File: src/psg_opm_sound_port_interface_top_assert.svh
// Assertion macros used by the sound port interface controller.
`ifndef PSG_OPM_SOUND_PORT_INTERFACE_TOP_ASSERT_SVH
`define PSG_OPM_SOUND_PORT_INTERFACE_TOP_ASSERT_SVH

// The consequent must hold in the same cycle as the antecedent.
`define PSGOPM_ASSERT_SAME(lbl, clk, rst_n, ante, cons) \
    lbl: assert property (@(posedge clk) disable iff (!rst_n) (ante) |-> (cons)) \
        else $error("psgopm assertion failed");

// The consequent must hold in the cycle after the antecedent.
`define PSGOPM_ASSERT_NEXT(lbl, clk, rst_n, ante, cons) \
    lbl: assert property (@(posedge clk) disable iff (!rst_n) (ante) |=> (cons)) \
        else $error("psgopm assertion failed");

`endif

File: src/psgopm_pkg.sv
// ----------------------------------------------------------------------------
// psgopm_pkg
// Types and constants of the PSG/OPM sound port interface.
// ----------------------------------------------------------------------------
package psgopm_pkg;

    localparam logic [2:0] OP_PSG_INDEX = 3'd0;
    localparam logic [2:0] OP_PSG_DATA  = 3'd1;
    localparam logic [2:0] OP_PSG_READ  = 3'd2;
    localparam logic [2:0] OP_OPM_WRITE = 3'd3;
    localparam logic [2:0] OP_OPM_READ  = 3'd4;

    localparam logic [1:0] CFG_KEY_PORT    = 2'd0;
    localparam logic [1:0] CFG_RAPID_FIRE  = 2'd1;
    localparam logic [1:0] CFG_BUTTON_SWAP = 2'd2;

    localparam int          MIXER_REG       = 7;
    localparam logic [7:0]  MIXER_RESET     = 8'h3f;
    localparam logic [7:0]  KEY_PORT_BASE   = 8'h0d;
    localparam logic [7:0]  PAD_PORT_INDEX  = 8'h0e;
    localparam logic [7:0]  JOY_LIMIT       = 8'h10;
    localparam logic [7:0]  FLOAT_BUS       = 8'hff;
    localparam logic [7:0]  OPM_INDEX_PORT  = 8'h00;
    localparam logic [7:0]  OPM_DATA_PORT   = 8'h01;
    localparam logic [7:0]  TIMER_PORT_MASK = 8'hfc;
    localparam logic [7:0]  TIMER_PORT_BASE = 8'h04;
    localparam logic [7:0]  OPM_PAIR_MASK   = 8'hfe;
    localparam logic [7:0]  SWAP_KEEP_MASK  = 8'h9f;

    typedef struct packed {
        logic capture;
        logic execute;
    } t_cmd;

endpackage

File: src/psgopm_if.sv
// ----------------------------------------------------------------------------
// psgopm_if
// Channel interfaces: port access beats, result beats and register writes.
// ----------------------------------------------------------------------------
interface psgopm_in_if;
    logic       valid;
    logic       ready;
    logic [2:0] operation;
    logic [7:0] port_low;
    logic [7:0] write_data;
    logic [7:0] keyboard_joy;
    logic [7:0] pad_joy;

    modport source (output valid, operation, port_low, write_data, keyboard_joy, pad_joy,
                    input ready);
    modport sink (input valid, operation, port_low, write_data, keyboard_joy, pad_joy,
                  output ready);
endinterface

interface psgopm_out_if;
    logic       valid;
    logic       ready;
    logic [7:0] read_data;
    logic       timer_access;
    logic [1:0] timer_port;
    logic       sound_write;
    logic       sound_chip;
    logic [7:0] sound_reg;
    logic [7:0] sound_data;

    modport source (output valid, read_data, timer_access, timer_port, sound_write,
                    sound_chip, sound_reg, sound_data, input ready);
    modport sink (input valid, read_data, timer_access, timer_port, sound_write,
                  sound_chip, sound_reg, sound_data, output ready);
endinterface

interface psgopm_cfg_if;
    logic       valid;
    logic       ready;
    logic [1:0] index;
    logic [7:0] data;

    modport source (output valid, index, data, input ready);
    modport sink (input valid, index, data, output ready);
endinterface

File: src/psgopm_ctrl.sv
// ----------------------------------------------------------------------------
// psgopm_ctrl
// Controller that sequences capture, execution and result delivery.
// ----------------------------------------------------------------------------
`include "psg_opm_sound_port_interface_top_assert.svh"

module psgopm_ctrl (
    input  logic               i_clk,
    input  logic               i_rst_n,
    input  logic               i_in_valid,
    input  logic               i_out_ready,
    output logic               o_in_ready,
    output logic               o_out_valid,
    output psgopm_pkg::t_cmd   o_cmd
);

    localparam logic ST_IDLE = 1'b0;
    localparam logic ST_EXEC = 1'b1;

    logic r_state;
    logic n_state;
    logic r_out_valid;
    logic n_out_valid;
    logic slot_free;

    assign slot_free     = !r_out_valid || i_out_ready;
    assign o_in_ready    = (r_state == ST_IDLE);
    assign o_out_valid   = r_out_valid;
    assign o_cmd.capture = i_in_valid && (r_state == ST_IDLE);
    assign o_cmd.execute = (r_state == ST_EXEC) && slot_free;

    always_comb begin
        n_state = r_state;
        case (r_state)
            ST_IDLE: begin
                if (o_cmd.capture) begin
                    n_state = ST_EXEC;
                end
            end
            ST_EXEC: begin
                if (o_cmd.execute) begin
                    n_state = ST_IDLE;
                end
            end
            default: begin
                n_state = ST_IDLE;
            end
        endcase
    end

    always_comb begin
        n_out_valid = r_out_valid;
        if (o_cmd.execute) begin
            n_out_valid = 1'b1;
        end else if (i_out_ready) begin
            n_out_valid = 1'b0;
        end
    end

    always_ff @(posedge i_clk) begin
        if (!i_rst_n) begin
            r_state     <= ST_IDLE;
            r_out_valid <= 1'b0;
        end else begin
            r_state     <= n_state;
            r_out_valid <= n_out_valid;
        end
    end

    `PSGOPM_ASSERT_NEXT(a_accept_to_exec, i_clk, i_rst_n, o_cmd.capture, r_state == ST_EXEC)
    `PSGOPM_ASSERT_NEXT(a_exec_gives_beat, i_clk, i_rst_n, o_cmd.execute, r_out_valid)
    `PSGOPM_ASSERT_SAME(a_busy_not_ready, i_clk, i_rst_n, r_state == ST_EXEC, !o_in_ready)
    `PSGOPM_ASSERT_NEXT(a_no_overwrite, i_clk, i_rst_n,
        (r_state == ST_EXEC) && r_out_valid && !i_out_ready, r_state == ST_EXEC)

endmodule

File: src/psgopm_dp.sv
// ----------------------------------------------------------------------------
// psgopm_dp
// Datapath: index latches, PSG register file, joystick readback, result regs.
// ----------------------------------------------------------------------------
module psgopm_dp #(
    parameter int PSG_REG_COUNT = 14
) (
    input  logic               i_clk,
    input  logic               i_rst_n,
    input  psgopm_pkg::t_cmd   i_cmd,
    input  logic [2:0]         i_operation,
    input  logic [7:0]         i_port_low,
    input  logic [7:0]         i_write_data,
    input  logic [7:0]         i_keyboard_joy,
    input  logic [7:0]         i_pad_joy,
    input  logic               i_cfg_we,
    input  logic [1:0]         i_cfg_index,
    input  logic [7:0]         i_cfg_data,
    output logic [7:0]         o_read_data,
    output logic               o_timer_access,
    output logic [1:0]         o_timer_port,
    output logic               o_sound_write,
    output logic               o_sound_chip,
    output logic [7:0]         o_sound_reg,
    output logic [7:0]         o_sound_data
);

    localparam int         IW        = $clog2(PSG_REG_COUNT);
    localparam logic [7:0] REG_COUNT = 8'(PSG_REG_COUNT);

    logic [2:0] r_op;
    logic [7:0] r_port;
    logic [7:0] r_wdata;
    logic [7:0] r_kbd;
    logic [7:0] r_pad;

    logic [7:0] r_psg_index;
    logic [7:0] r_opm_index;
    logic [1:0] r_rapid;
    logic [1:0] n_rapid;
    logic [7:0] r_psg_regs [PSG_REG_COUNT];

    logic [1:0] r_key_port;
    logic       r_rapid_en;
    logic       r_swap_en;

    logic [7:0] n_read_data;
    logic       n_timer_access;
    logic [1:0] n_timer_port;
    logic       n_sound_write;
    logic       n_sound_chip;
    logic [7:0] n_sound_reg;
    logic [7:0] n_sound_data;

    logic       in_file;
    logic       in_joy;
    logic       timer_hit;
    logic [7:0] file_data;
    logic [7:0] joy_raw;
    logic [7:0] joy_fire;
    logic [7:0] joy_data;

    assign in_file   = (r_psg_index < REG_COUNT);
    assign in_joy    = (r_psg_index < psgopm_pkg::JOY_LIMIT);
    assign timer_hit = ((r_port & psgopm_pkg::TIMER_PORT_MASK) == psgopm_pkg::TIMER_PORT_BASE);
    assign file_data = r_psg_regs[r_psg_index[IW-1:0]];

    always_comb begin
        joy_raw = psgopm_pkg::FLOAT_BUS;
        if (r_psg_index == ({6'd0, r_key_port} + psgopm_pkg::KEY_PORT_BASE)) begin
            joy_raw = joy_raw & r_kbd;
        end
        if (r_psg_index == psgopm_pkg::PAD_PORT_INDEX) begin
            joy_raw = joy_raw & r_pad;
        end
        n_rapid  = r_rapid ^ 2'b11;
        joy_fire = r_rapid_en ? (joy_raw | {1'b0, n_rapid, 5'd0}) : joy_raw;
        joy_data = r_swap_en ? ((joy_fire & psgopm_pkg::SWAP_KEEP_MASK)
                               | {1'b0, joy_fire[5], joy_fire[6], 5'd0}) : joy_fire;
    end

    always_comb begin
        n_read_data    = 8'h00;
        n_timer_access = 1'b0;
        n_timer_port   = 2'd0;
        n_sound_write  = 1'b0;
        n_sound_chip   = 1'b0;
        n_sound_reg    = 8'h00;
        n_sound_data   = 8'h00;
        case (r_op)
            psgopm_pkg::OP_PSG_DATA: begin
                if (in_file) begin
                    n_sound_write = 1'b1;
                    n_sound_reg   = r_psg_index;
                    n_sound_data  = r_wdata;
                end
            end
            psgopm_pkg::OP_PSG_READ: begin
                if (in_file) begin
                    n_read_data = file_data;
                end else if (in_joy) begin
                    n_read_data = joy_data;
                end else begin
                    n_read_data = psgopm_pkg::FLOAT_BUS;
                end
            end
            psgopm_pkg::OP_OPM_WRITE: begin
                if (r_port == psgopm_pkg::OPM_DATA_PORT) begin
                    n_sound_write = 1'b1;
                    n_sound_chip  = 1'b1;
                    n_sound_reg   = r_opm_index;
                    n_sound_data  = r_wdata;
                end else if (timer_hit) begin
                    n_timer_access = 1'b1;
                    n_timer_port   = r_port[1:0];
                end
            end
            psgopm_pkg::OP_OPM_READ: begin
                if ((r_port & psgopm_pkg::OPM_PAIR_MASK) == psgopm_pkg::OPM_INDEX_PORT) begin
                    n_read_data = 8'h00;
                end else if (timer_hit) begin
                    n_timer_access = 1'b1;
                    n_timer_port   = r_port[1:0];
                end else begin
                    n_read_data = psgopm_pkg::FLOAT_BUS;
                end
            end
            default: begin
                n_read_data = 8'h00;
            end
        endcase
    end

    always_ff @(posedge i_clk) begin
        if (i_cmd.capture) begin
            r_op    <= i_operation;
            r_port  <= i_port_low;
            r_wdata <= i_write_data;
            r_kbd   <= i_keyboard_joy;
            r_pad   <= i_pad_joy;
        end
        if (i_cmd.execute) begin
            o_read_data    <= n_read_data;
            o_timer_access <= n_timer_access;
            o_timer_port   <= n_timer_port;
            o_sound_write  <= n_sound_write;
            o_sound_chip   <= n_sound_chip;
            o_sound_reg    <= n_sound_reg;
            o_sound_data   <= n_sound_data;
        end
    end

    always_ff @(posedge i_clk) begin
        if (!i_rst_n) begin
            r_psg_index <= 8'h00;
            r_opm_index <= 8'h00;
            r_rapid     <= 2'd0;
            r_key_port  <= 2'd0;
            r_rapid_en  <= 1'b0;
            r_swap_en   <= 1'b0;
            for (int k = 0; k < PSG_REG_COUNT; k++) begin
                r_psg_regs[k] <= (k == psgopm_pkg::MIXER_REG) ? psgopm_pkg::MIXER_RESET : 8'h00;
            end
        end else begin
            if (i_cfg_we) begin
                case (i_cfg_index)
                    psgopm_pkg::CFG_KEY_PORT:    r_key_port <= i_cfg_data[1:0];
                    psgopm_pkg::CFG_RAPID_FIRE:  r_rapid_en <= i_cfg_data[0];
                    psgopm_pkg::CFG_BUTTON_SWAP: r_swap_en  <= i_cfg_data[0];
                    default: begin
                        r_key_port <= r_key_port;
                    end
                endcase
            end
            if (i_cmd.execute) begin
                case (r_op)
                    psgopm_pkg::OP_PSG_INDEX: begin
                        r_psg_index <= r_wdata;
                    end
                    psgopm_pkg::OP_PSG_DATA: begin
                        if (in_file) begin
                            r_psg_regs[r_psg_index[IW-1:0]] <= r_wdata;
                        end
                    end
                    psgopm_pkg::OP_PSG_READ: begin
                        if (!in_file && in_joy && r_rapid_en) begin
                            r_rapid <= n_rapid;
                        end
                    end
                    psgopm_pkg::OP_OPM_WRITE: begin
                        if (r_port == psgopm_pkg::OPM_INDEX_PORT) begin
                            r_opm_index <= r_wdata;
                        end
                    end
                    default: begin
                        r_rapid <= r_rapid;
                    end
                endcase
            end
        end
    end

endmodule

File: src/psg_opm_sound_port_interface_top.sv
// ----------------------------------------------------------------------------
// psg_opm_sound_port_interface_top
// Bus-side PSG and OPM register interface of a sound board.
// ----------------------------------------------------------------------------
// Each access beat is first captured and then, once the output slot is free,
// evaluated against the index latches and the PSG register file to load the
// result register, and a new access is taken while the previous result beat
// still waits at the output. Results come in order, one per access. Register
// writes are always ready and take effect at the next cycle.
module psg_opm_sound_port_interface_top #(
    parameter int PSG_REG_COUNT = 14
) (
    input  logic         i_clk,
    input  logic         i_rst_n,
    psgopm_in_if.sink    i_in,
    psgopm_out_if.source o_out,
    psgopm_cfg_if.sink   i_cfg
);

    psgopm_pkg::t_cmd cmd;
    logic             in_ready;
    logic             out_valid;

    assign i_in.ready  = in_ready;
    assign o_out.valid = out_valid;
    assign i_cfg.ready = 1'b1;

    psgopm_ctrl u_ctrl (
        .i_clk       (i_clk),
        .i_rst_n     (i_rst_n),
        .i_in_valid  (i_in.valid),
        .i_out_ready (o_out.ready),
        .o_in_ready  (in_ready),
        .o_out_valid (out_valid),
        .o_cmd       (cmd)
    );

    psgopm_dp #(
        .PSG_REG_COUNT (PSG_REG_COUNT)
    ) u_dp (
        .i_clk          (i_clk),
        .i_rst_n        (i_rst_n),
        .i_cmd          (cmd),
        .i_operation    (i_in.operation),
        .i_port_low     (i_in.port_low),
        .i_write_data   (i_in.write_data),
        .i_keyboard_joy (i_in.keyboard_joy),
        .i_pad_joy      (i_in.pad_joy),
        .i_cfg_we       (i_cfg.valid),
        .i_cfg_index    (i_cfg.index),
        .i_cfg_data     (i_cfg.data),
        .o_read_data    (o_out.read_data),
        .o_timer_access (o_out.timer_access),
        .o_timer_port   (o_out.timer_port),
        .o_sound_write  (o_out.sound_write),
        .o_sound_chip   (o_out.sound_chip),
        .o_sound_reg    (o_out.sound_reg),
        .o_sound_data   (o_out.sound_data)
    );

endmodule
File: src/flat_wrapper.sv
// flat-port wrapper written by rule: the top's interface ports become plain ports
module psg_opm_sound_port_interface_top_flat 
#(
    parameter int PSG_REG_COUNT = 14
)
  (i_clk, i_rst_n, i_in_valid, i_in_operation, i_in_port_low, i_in_write_data, i_in_keyboard_joy, i_in_pad_joy, i_in_ready, o_out_valid, o_out_read_data, o_out_timer_access, o_out_timer_port, o_out_sound_write, o_out_sound_chip, o_out_sound_reg, o_out_sound_data, o_out_ready, i_cfg_valid, i_cfg_index, i_cfg_data, i_cfg_ready);
  psgopm_in_if i_in_i ();
  psgopm_out_if o_out_i ();
  psgopm_cfg_if i_cfg_i ();
  input  logic i_clk;
  input  logic i_rst_n;
  input wire logic [$bits(i_in_i.valid)-1:0] i_in_valid;
  input wire logic [$bits(i_in_i.operation)-1:0] i_in_operation;
  input wire logic [$bits(i_in_i.port_low)-1:0] i_in_port_low;
  input wire logic [$bits(i_in_i.write_data)-1:0] i_in_write_data;
  input wire logic [$bits(i_in_i.keyboard_joy)-1:0] i_in_keyboard_joy;
  input wire logic [$bits(i_in_i.pad_joy)-1:0] i_in_pad_joy;
  output wire logic [$bits(i_in_i.ready)-1:0] i_in_ready;
  output wire logic [$bits(o_out_i.valid)-1:0] o_out_valid;
  output wire logic [$bits(o_out_i.read_data)-1:0] o_out_read_data;
  output wire logic [$bits(o_out_i.timer_access)-1:0] o_out_timer_access;
  output wire logic [$bits(o_out_i.timer_port)-1:0] o_out_timer_port;
  output wire logic [$bits(o_out_i.sound_write)-1:0] o_out_sound_write;
  output wire logic [$bits(o_out_i.sound_chip)-1:0] o_out_sound_chip;
  output wire logic [$bits(o_out_i.sound_reg)-1:0] o_out_sound_reg;
  output wire logic [$bits(o_out_i.sound_data)-1:0] o_out_sound_data;
  input wire logic [$bits(o_out_i.ready)-1:0] o_out_ready;
  input wire logic [$bits(i_cfg_i.valid)-1:0] i_cfg_valid;
  input wire logic [$bits(i_cfg_i.index)-1:0] i_cfg_index;
  input wire logic [$bits(i_cfg_i.data)-1:0] i_cfg_data;
  output wire logic [$bits(i_cfg_i.ready)-1:0] i_cfg_ready;
  assign i_in_i.valid = i_in_valid;
  assign i_in_i.operation = i_in_operation;
  assign i_in_i.port_low = i_in_port_low;
  assign i_in_i.write_data = i_in_write_data;
  assign i_in_i.keyboard_joy = i_in_keyboard_joy;
  assign i_in_i.pad_joy = i_in_pad_joy;
  assign i_in_ready = i_in_i.ready;
  assign o_out_valid = o_out_i.valid;
  assign o_out_read_data = o_out_i.read_data;
  assign o_out_timer_access = o_out_i.timer_access;
  assign o_out_timer_port = o_out_i.timer_port;
  assign o_out_sound_write = o_out_i.sound_write;
  assign o_out_sound_chip = o_out_i.sound_chip;
  assign o_out_sound_reg = o_out_i.sound_reg;
  assign o_out_sound_data = o_out_i.sound_data;
  assign o_out_i.ready = o_out_ready;
  assign i_cfg_i.valid = i_cfg_valid;
  assign i_cfg_i.index = i_cfg_index;
  assign i_cfg_i.data = i_cfg_data;
  assign i_cfg_ready = i_cfg_i.ready;
  psg_opm_sound_port_interface_top #(.PSG_REG_COUNT(PSG_REG_COUNT)) u_core (.i_clk(i_clk), .i_rst_n(i_rst_n), .i_in(i_in_i), .o_out(o_out_i), .i_cfg(i_cfg_i));
endmodule
File: config.mk
export PLATFORM = sky130hd
export DESIGN_NAME = psg_opm_sound_port_interface_top_flat
export DESIGN_NICKNAME = d
export VERILOG_FILES = /design/src/psgopm_pkg.sv /design/src/psgopm_if.sv /design/src/psgopm_ctrl.sv /design/src/psgopm_dp.sv /design/src/psg_opm_sound_port_interface_top.sv /design/src/flat_wrapper.sv
export VERILOG_INCLUDE_DIRS = /design/src /design/src/src
export SDC_FILE = /design/constraint.sdc
export NUM_CORES = 1
export LEC_CHECK = 0
export BUFFER_PORTS_ARGS = -buffer_cell sky130_fd_sc_hd__clkbuf_2
export CORE_MARGIN = 2
export CORE_UTILIZATION = 64
export CTS_CLUSTER_SIZE = 30
export DETAILED_ROUTE_END_ITERATION = 6
export GPL_TIMING_DRIVEN = 0
export PLACE_DENSITY = 0.85
export SYNTH_ARGS = -nofsm -noshare
export SYNTH_HDL_FRONTEND = slang
export SYNTH_SLANG_ARGS = --single-unit
File: constraint.sdc
create_clock -name i_clk -period 5.75 [get_ports i_clk]
set_input_delay 0.575 -clock i_clk [delete_from_list [all_inputs] [get_ports i_clk]]
set_output_delay 0.575 -clock i_clk [all_outputs]
set_load 0.01 [all_outputs]
Word level (Yosys, flattened, before mapping)
Memory sizes are Yosys's and may differ from the RTL's. A register that Yosys moved wholly into a read port is not among the register bits.
Index checks and enable logic that the tools add are counted.
Cells by class
  equal/unequal tests: 10
  reduce and logical (&&, ||, !) cells: 19
  magnitude comparators: 2
  bitwise logic cells: 5
  multiplexer cells: 41
  add/sub/neg operators: 1
Operator list (number)
  $mux W8: 13
  $pmux W8 S2: 3
  $logic_not A8 Y1: 2
  $or A8 B7 Y8: 2
  $mux W1: 15
  $mux W4: 3
  $and A8 B8 Y8: 1
  $eq A8 B1 Y1 const B: 1
  $eq A8 B4 Y1 const B: 1
  $eq A8 B5 Y1: 1
  $lt A8 B4 Y1 const B: 1
  $lt A8 B5 Y1 const B: 1
  $reduce_and A2 Y1: 4
  $reduce_or A8 Y1: 1
  $eq A3 B2 Y1 const B: 2
  $eq A6 B1 Y1 const B: 1
  $mux W2: 3
  $pmux W1 S2: 3
  $reduce_and A3 Y1: 2
  $add A2 B4 Y5 const B: 1
  $logic_and A1 B1 Y1: 4
  $pmux W2 S2: 1
  $eq A3 B1 Y1 const B: 1
  $eq A3 B3 Y1 const B: 1
  9 further kinds: 10
Storage, ports and cells
  flip-flop bits (word level): 88
  logic and storage cells: 99
  RAM bits: 112
  memories: 1
  bits of input ports: 50
Memory list
  u_core.u_dp.r_psg_regs: depth 14, width 8, read ports 1, clocked after Yosys merged registers in 1, write ports 14, line psgopm_dp.sv:41  | logic [7:0] r_psg_regs [PSG_REG_COUNT];

Longest topological paths before layout
Gate-level depths: netlist of run 1.
  word-level depth: 12
  mapped depth: 7

Cells and area by module
A second synthesis of run 1 with hierarchy kept.
Second synthesis, totals
  cell total of the unflattened synthesis: 603
  area, all modules: 9326.4 um^2
Modules (own cells, without submodules)
  psgopm_dp: area an instance 9205.1 um^2, times used 1, cells each 591
  psgopm_ctrl: area an instance 110.1 um^2, times used 1, cells each 10
  psg_opm_sound_port_interface_top: area an instance 11.3 um^2, times used 1, cells each 2

Worst setup path after synthesis of run 1
Ideal clock, no wire load.
  path kind: flip-flop to flip-flop
  start: reg u_core.u_dp.r_op[2]
  end: mem u_core.u_dp.r_psg_regs[6][0] (enable)
  path slack: 3.057 ns
  path buffers: 1
  cell stages (with the launch flop): 5
  data required time: 5.366 ns
  period minus slack after synthesis: 2.693 ns
  data arrival time: 2.309 ns
  cell sequence: edfxtp_1 or3b_2 or4_1 clkbuf_1 o21ai_0
RTL lines
  start: declaration: line psgopm_dp.sv:31  | logic [2:0] r_op;
  start signal: assignment: line psgopm_dp.sv:136  | r_op <= i_operation;
  end: declaration: line psgopm_dp.sv:41

==> flow_summary.yaml, run 1 <==
cells_and_area:
  postLayoutCellArea_sq_um: 10640
  area_growth_pct: 14.57
  drive_above_1_share_pct: 19.95
  regMostFlops: "u_core.u_dp.r_psg_regs"
  nets: 778
  largest_register_ff_count: 128
  utilization_pct: 74.02
  n_antenna_cell: 0
  fillers: 890
clock_network:
  cts_resized: 0
  cts_setup_buffers: 0
  cts_buffers: 23
  clkLatencyLatePin_ns: 0.51
  cts_buffer_depth: 3
  clk_pin_slew_ns: 0.06
  cts_tree: "yes"
  clock_sinks: 220
  clockRootBuffer: "clkbuf_16"
  cts_hold_buf: 0
  cts_htree_levels: 1
yosys:
  synth_top_area_share_pct: 62.11
  postSynthAreaPerCell_sq_um: 15.19
  synth.distinct_cells: 45
  yosys_warnings: 0
  yosysTopAreaCell: "edfxtp_1"
  seq_area_frac_synth_pct: 68.15
  netlist_instances: 611
  synth_area_leaders: "edfxtp_1, mux4_2, and2_1"
  synth_area_sq_um: 9283
  synth_edf_count: 192
  synth-seq-cells: 220
  yosys_most_used_dff: "edfxtp_1"
  synthArstFlopShare_pct: 0
floorplanning:
  die_area_sq_um: 15480
  core_area_sq_um: 14370
  std_cell_rows: 44
  initial_core_util_pct: 64.60
  io_pins: 82
  die_y_um: 124.4
  chipWidth_um: 124.4
routing:
  drt_iter0_markers: 733
  vias: 5764
  wl_met1_um: 8300
  route.met3.wl_um: 1956
  wl_um: 21430
  routed_via_density: 6.225
  top_layer: "met4"
  detail-route-antenna-nets: 0
  drc: 0
  wl_met2_um: 10490
  dr.pass1.iters: 5
  wl_per_cell_um: 23.14
critical_path:
  r2r_start: "u_core.u_dp.r_psg_index[4]"
  critical_path.reg2reg.endpoint: "u_core.u_dp.r_psg_regs[5][6]"
  start_kind: "flip-flop"
  cp-startpoint: "u_core.u_dp.r_psg_index[4]"
  required_ns: 5.85
  crit_slowest_cell: "o21ai_0"
  worstPathCellList: "nor4_1 > nand4_1 > or4_1 > clkbuf_1 > o21ai_0"
  end_kind: "flip-flop"
  arrival_ns: 3.65
  slowest_delay_ns: 1.10
  reg2reg_depth: 5
  crit_type: "reg -> reg"
  cp_max_fo: 10
  regToRegSetupSlack_ns: 2.20
power_and_ir_drop:
  power_density_nw_per_um2: 315.6
  ir_worst_vdd_uv: 254.2
  totalPowerFinal_mw: 3.357
  p_leak_nw: 4.029
timing:
  relSlewSlack_pct: 6.003
  finClkSkew_ns: 0.01968
  whs_ns: 0.2411
  fmax_mhz: 281.9
  rsz0062_at_grt: "no"
  post-route-min-period_ns: 3.548
  worst_slew_pin_slew_ns: 1.407
  hold_viol_final: 0
  fin_crit_sh_pct: 61.70
  report.final.slew_viol_count: 0
  setup_viol: 0
  setup_tns_ns: 0
placed_design:
  detailed_place_hpwl_um: 14680
  portBuffers: 74
  placed_area_sq_um: 9948
  place.gp.congestion: 0.9382
worst_hold_path:
  whs_path_depth: 1
  hold_path_class: "in -> reg"
  hp-start: "i_in_operation[2]"
  hold_path_end: "u_core.u_dp.r_op[2]"
grt:
  grt_pass1_wl_um: 33000
  grt_pass1_vias: 5962
  grt_overflow_total: 0
  antenna_found_initial: 1
  grtUsageTotal_pct: 28.01
  grt_max_degree: 36
run_status:
  status: "completed"
flow_run:
  maxCapViolCount: 0
## layout by cell type (no fill, tap or decap), types with 7 or more instances in the layout
cell type,instances
and2_1,101
nand2b_1,10
nor2_1,39
or3_1,9
nor2b_1,22
clkbuf_1,43
clkbuf_2,75
o31ai_1,7
o21ai_0,12
mux2i_1,20
clkbuf_16,23
mux4_2,34
and3_1,15
dfxtp_1,28
nand2_1,10
conb_1,17
edfxtp_1,192
## worst max path at each step
stage / to / slack, ns / cells after the start
global placement: u_core.u_dp.r_psg_regs[5][0] / 2.41 / 5
finish: u_core.u_dp.r_psg_regs[5][6] / 2.20 / 5
global route: u_core.u_dp.r_psg_regs[5][4] / 2.13 / 5
floorplan: u_core.u_dp.r_psg_regs[6][0] / 3.06 / 4
detailed placement: u_core.u_dp.r_psg_regs[6][0] / 2.26 / 5
CTS: u_core.u_dp.r_psg_regs[6][6] / 2.24 / 5
## synthesized netlist by cell type (5+ instances only)
library cell and number:
edfxtp_1 192, and2_1 101, nor2_1 39, mux4_2 34
clkbuf_1 33, dfxtp_1 28, nor2b_1 23, mux2i_1 20
and3_1 15, o21ai_0 12, nand2_1 10, nand2b_1 10
or3_1 9, o31ai_1 7, a2111oi_0 6, a211oi_1 6
inv_1 6, o221ai_1 6, nand3_1 5, nand3b_1 5
## power breakdown
part           internal, mW  total [mW]  switching, mW
Clock                 0.786        1.36          0.572
Combinational        0.0561       0.159          0.103
Sequential             1.80        1.84         0.0357
Total                  2.65        3.36          0.710
## metrics by stage
stage	cells	worst slack (ns)
after floorplan	626	3.057
after global placement	884	2.407
after detailed placement	884	2.263
after CTS	924	2.243
after global routing	926	2.135
final	926	2.202
## cell families (layout without fill, tap and decap cells)
group           Yosys count  count (layout)  synth area share [%]
compound gates           45              45                 3.491
xor+xnor                  4               4                0.3775
fa+ha+maj                 1               1                0.1348
buf+inv                  43             159                 1.806
flops                   220             220                 68.15
mux                      54              54                 10.41
other cells               2              17               0.08090
simple gates            242             242                 15.55
## routing by layer
| layer | up-vias | GRT usage [%] |
|---|---|---|
| met5 | - | 0 |
| met4 | 0 | 9.518 |
| met3 | 58 | 5.756 |
| met2 | 320 | 45.64 |
| met1 | 2873 | 38.37 |
| li1 | 2513 | - |
## layout make-up
class | count | area [sq um] | share of cell area [%]
sequential | 220 | 6326 | 59.48
multi-input combinational | 363 | 2853 | 26.82
clock buffer | 34 | 616.8 | 5.800
timing repair buffer | 76 | 382.9 | 3.600
tap | 184 | 230.2 | 2.165
buffer | 37 | 146.4 | 1.376
clock inverter | 6 | 57.56 | 0.5412
inverter | 6 | 22.52 | 0.2118
## critical path, delay by kind of cell (launching register included)
family,cells,cell delay [ns]
AO/OA/AOI/OAI,1,1.10
buffers and inverters,1,0.29
flip-flops,1,0.35
AND/OR/NAND/NOR,3,1.42
No activity file was read; power rests on OpenSTA's default activity.
==> run 2: changes to the inputs <==
--- a/config.mk
+++ b/config.mk
@@ -8,11 +8,11 @@
 export LEC_CHECK = 0
 export BUFFER_PORTS_ARGS = -buffer_cell sky130_fd_sc_hd__clkbuf_2
 export CORE_MARGIN = 2
-export CORE_UTILIZATION = 64
+export CORE_UTILIZATION = 59
 export CTS_CLUSTER_SIZE = 30
 export DETAILED_ROUTE_END_ITERATION = 6
 export GPL_TIMING_DRIVEN = 0
-export PLACE_DENSITY = 0.85
+export PLACE_DENSITY = 0.79
 export SYNTH_ARGS = -nofsm -noshare
 export SYNTH_HDL_FRONTEND = slang
 export SYNTH_SLANG_ARGS = --single-unit
==> constraint.sdc (replaced) <==
create_clock -name i_clk -period 3.6 [get_ports i_clk]
set_input_delay 0.36 -clock i_clk [delete_from_list [all_inputs] [get_ports i_clk]]
set_output_delay 0.36 -clock i_clk [all_outputs]
set_load 0.01 [all_outputs]
==> flow_summary.yaml, run 2 (synthesis results as in run 1) <==
critical_path:
  arrival_ns: 3.49
  crit_type: "reg -> reg"
  cp_max_fo: 10
  start_kind: "flip-flop"
  end_kind: "flip-flop"
  required_ns: 3.72
cells_and_area:
  n_antenna_cell: 0
  postLayoutCellArea_sq_um: 10750
  drive_above_1_share_pct: 21.32
  regMostFlops: "u_core.u_dp.r_psg_regs"
  final_common_cell: "edfxtp_1"
  final_cell_mix: "edfxtp_1, and2_1, clkbuf_2"
  instances_no_fill: 952
  nets: 776
  area_growth_pct: 15.82
  largest_register_ff_count: 128
placed_design:
  portBuffers: 74
  place.gp.congestion: 0.9586
  placed_area_sq_um: 9982
  placed_cells: 911
  detailed_place_hpwl_um: 14650
floorplanning:
  die_area_sq_um: 16750
  initial_core_util_pct: 60.61
  core_area_sq_um: 15310
  die_y_um: 129.4
  std_cell_rows: 45
  io_pins: 82
  chipWidth_um: 129.4
routing:
  route.met3.wl_um: 1715
  wl_per_cell_um: 22.38
  top_layer: "met4"
  wl_um: 21310
  dr.pass1.iters: 6
  wl_met1_um: 8715
  wl_met2_um: 10170
  drc: 0
  drt_iter0_markers: 604
  detail-route-antenna-nets: 0
  routed_via_density: 5.936
  vias: 5651
clock_network:
  cts_tree: "yes"
  cts_buffer_depth: 3
  cts_hold_buf: 0
  cts_htree_levels: 1
  clock_sinks: 220
  cts_buffers: 23
  clkLatencyLatePin_ns: 0.50
  clockRootBuffer: "clkbuf_16"
  clk_pin_slew_ns: 0.06
  cts_setup_buffers: 0
grt:
  grt_max_degree: 36
  grtUsageTotal_pct: 26.15
  grt_overflow_total: 0
  grt_pass1_wl_um: 32070
  antenna_found_initial: 0
  grt_pass1_vias: 5680
power_and_ir_drop:
  power_density_nw_per_um2: 513.1
  totalPowerFinal_mw: 5.517
  p_leak_nw: 4.078
  ir_worst_vdd_uv: 420.1
timing:
  setup_viol: 0
  worst_slew_pin_slew_ns: 1.397
  finClkSkew_ns: 0.01037
  hold_viol_final: 0
  fmax_mhz: 296.9
  relSlewSlack_pct: 6.673
  report.final.slew_viol_count: 0
  post-route-min-period_ns: 3.369
  rsz0062_at_grt: "no"
  fin_crit_sh_pct: 93.57
  setup_tns_ns: 0
flow_run:
  maxCapViolCount: 0
worst_hold_path:
  hold_path_class: "in -> reg"
run_status:
  status: "completed"
run 2: cell count changes in the layout (fill, tap and decap cells not counted), sizes merged:
cell and change:
inv -1, buf -1, clkinvlp +1
run 2: final cells by class:
cell class / count / area (sq um)
Sequential cell: 220 / 6326
Tap cell: 211 / 264.0
Timing Repair Buffer: 74 / 370.4
Inverter: 6 / 22.52
Multi-Input combinational cell: 363 / 2863
Buffer: 37 / 146.4
Clock buffer: 35 / 701.9
Clock inverter: 6 / 57.56
Fill cell: 1029 / 4563
run 2: power by group:
group          switching, mW  internal (mW)  leakage [nW]
Combinational          0.162         0.0888          1.56
Clock                  0.913           1.41         0.375
Sequential            0.0593           2.88          2.14
Total                   1.13           4.38          4.08
run 2: final timing paths:
path / depth (start not counted) / start / end / slack (ns)
max: 5 / u_core.u_dp.r_psg_index[4] / u_core.u_dp.r_psg_regs[6][2] / 0.23
min: 1 / i_in_port_low[0] / u_core.u_dp.r_port[0] / 0.04
max reg2reg: 5 / u_core.u_dp.r_psg_index[4] / u_core.u_dp.r_psg_regs[6][2] / 0.23
min reg2reg: 2 / u_core.u_dp.r_opm_index[5] / u_core.u_dp.r_opm_index[5] / 0.49
run 2: repair_timing:
| action | in CTS | in global routing |
|---|---|---|
| cloned | 0 | 0 |
| resized for setup | 1 | 5 |
| endpoints found under the setup margin | 8 | 40 |
run 2: stage by stage:
step / hold WS, ns / util, % / setup WS, ns
global placement: 0.4712 / 65.12 / 0.1769
CTS: 0.02789 / 70.14 / 0.1021
floorplan: 0.4555 / - / 0.9072
global route: 0.02206 / 70.20 / 0.08551
detailed placement: 0.4854 / 65.18 / -0.009366
finish: 0.03986 / 70.20 / 0.2315
run 2: routing by layer:
metal	track usage, %	vias up
met5	0	-
met4	8.918	0
met3	5.491	53
met2	41.02	270
met1	37.19	2807
li1	-	2521
run 2: critical path, stage by stage, from the launching register on:
cell,delay (ns)
dfxtp_1,0.36
nor4_1,0.72
nand4_1,0.26
or4_1,0.58
clkbuf_1,0.27
o21ai_1,0.80
==> run 3: changes to the inputs <==
--- a/config.mk
+++ b/config.mk
@@ -7,12 +7,14 @@
 export NUM_CORES = 1
 export LEC_CHECK = 0
 export BUFFER_PORTS_ARGS = -buffer_cell sky130_fd_sc_hd__clkbuf_2
+export CELL_PAD_IN_SITES_DETAIL_PLACEMENT = 0
+export CELL_PAD_IN_SITES_GLOBAL_PLACEMENT = 1
 export CORE_MARGIN = 2
-export CORE_UTILIZATION = 59
+export CORE_UTILIZATION = 50
 export CTS_CLUSTER_SIZE = 30
 export DETAILED_ROUTE_END_ITERATION = 6
 export GPL_TIMING_DRIVEN = 0
-export PLACE_DENSITY = 0.79
+export PLACE_DENSITY_LB_ADDON = 0.1
 export SYNTH_ARGS = -nofsm -noshare
 export SYNTH_HDL_FRONTEND = slang
 export SYNTH_SLANG_ARGS = --single-unit
==> flow_summary.yaml, run 3 (synthesis results as in run 1) <==
grt:
  antenna_found_initial: 0
  grt_max_degree: 36
  grt_pass1_vias: 5599
  grt_pass1_wl_um: 33050
  use_met1_pct: 31.63
  grt_overflow_total: 0
  use_met2_pct: 37.20
  top_usage_layer: "met2"
  grtUsageTotal_pct: 22.35
  gr-usage-met3_pct: 3.726
clock_network:
  cts_setup_buffers: 0
  cts_buffer_depth: 3
  cts_buffers: 24
  clkLatencyLatePin_ns: 0.51
  clk_pin_slew_ns: 0.06
  cts_htree_levels: 1
  clock_sinks: 220
  cts_tree: "yes"
  clockRootBuffer: "clkbuf_16"
power_and_ir_drop:
  totalPowerFinal_mw: 5.490
  power_density_nw_per_um2: 509.8
  p_leak_nw: 4.077
  ir_worst_vdd_uv: 333.8
critical_path:
  cp_top_family: "simple AND/OR/NAND/NOR gates"
  start_kind: "flip-flop"
  crit_type: "reg -> reg"
  end_kind: "flip-flop"
  required_ns: 3.71
  crit_slowest_cell: "o21ai_0"
  critPathBufInv: 1
  arrival_ns: 3.47
  reg2reg_depth: 5
  cp.depth: 5
  cp_max_fo: 10
  slowest_delay_ns: 1.03
  worstPathCellList: "nor4_1 > nand4_1 > or4_1 > clkbuf_1 > o21ai_0"
routing:
  wl_um: 21380
  wl_per_cell_um: 21.95
  drt_iter0_markers: 489
  dr.pass1.iters: 5
  routed_via_density: 5.605
  drc: 0
  vias: 5459
  detail-route-antenna-nets: 0
floorplanning:
  chipWidth_um: 140.3
  die_area_sq_um: 19670
  std_cell_rows: 49
  io_pins: 82
  core_area_sq_um: 18090
  initial_core_util_pct: 51.32
  die_y_um: 140.3
placed_design:
  portBuffers: 74
  place.gp.congestion: 0.8063
  detailed_place_hpwl_um: 15070
timing:
  worst_slew_pin_slew_ns: 1.265
  report.final.slew_viol_count: 0
  setup_viol: 0
  finClkSkew_ns: 0.01414
  setup_tns_ns: 0
  rsz0062_at_grt: "no"
  relSlewSlack_pct: 14.76
  whs_ns: 0.03034
  fmax_mhz: 297.8
  post-route-min-period_ns: 3.358
  hold_viol_final: 0
  fin_crit_sh_pct: 93.29
cells_and_area:
  final_common_cell: "edfxtp_1"
  largest_register_ff_count: 128
  drive_above_1_share_pct: 21.21
  n_antenna_cell: 0
  nets: 778
  regMostFlops: "u_core.u_dp.r_psg_regs"
  area_growth_pct: 16.00
  final_cell_mix: "edfxtp_1, and2_1, clkbuf_2"
run_status:
  status: "completed"
worst_hold_path:
  whs_path_depth: 1
  hold_path_class: "in -> reg"
flow_run:
  maxCapViolCount: 0
-- run 3: changes by cell type in the layout (fill, tap and decap cells not counted), moves of 2 or more --
cell,previous run,this run
clkbuf_8,6,1
clkinv_2,4,7
clkbuf_1,37,39
clkinv_1,0,2
-- run 3: final cells by class --
class | instances | area, sq um
inverters | 6 | 22.52
clock buffers | 33 | 665.6
fillers | 1425 | 7318
well taps | 229 | 286.5
repair buffers | 75 | 377.9
multi-input cells | 363 | 2863
plain buffers | 37 | 146.4
flip-flops and latches | 220 | 6326
clock inverters | 11 | 80.08
-- run 3: worst paths after layout --
path                                   start                           end  slack (ns)
hold reg to reg   u_core.u_dp.r_opm_index[4]    u_core.u_dp.r_opm_index[4]        0.50
setup reg to reg  u_core.u_dp.r_psg_index[4]  u_core.u_dp.r_psg_regs[7][5]        0.24
hold / removal          i_in_keyboard_joy[5]          u_core.u_dp.r_kbd[5]        0.03
setup / recovery  u_core.u_dp.r_psg_index[4]  u_core.u_dp.r_psg_regs[7][5]        0.24
-- run 3: per-stage QoR --
step	setup slack, ns	utilization, %	cell area (sq um)	std cells
floorplan	0.9072	-	9339	626
global placement	0.2233	55.27	9996	929
detailed placement	0.1498	55.36	10010	930
CTS	0.1363	59.48	10760	974
global route	0.03595	59.54	10770	974
finish	0.2417	59.54	10770	974
-- run 3: what timing repair did --
action | CTS | global route
endpoints found under the setup margin | 0 | 16
hold buffers | 0 | 0
resized for setup | 0 | 2
-- run 3: report_power, final --
group / internal, mW / switching [mW]
Sequential: 2.88 / 0.0528
Combinational: 0.0894 / 0.158
Clock: 1.36 / 0.946
Total: 4.33 / 1.16
-- run 3: layer usage --
layer,routed length [um],vias up
met5,0,-
met1,9362,2747
met3,1140,35
met4,410,0
met2,10470,159
li1,-,2518
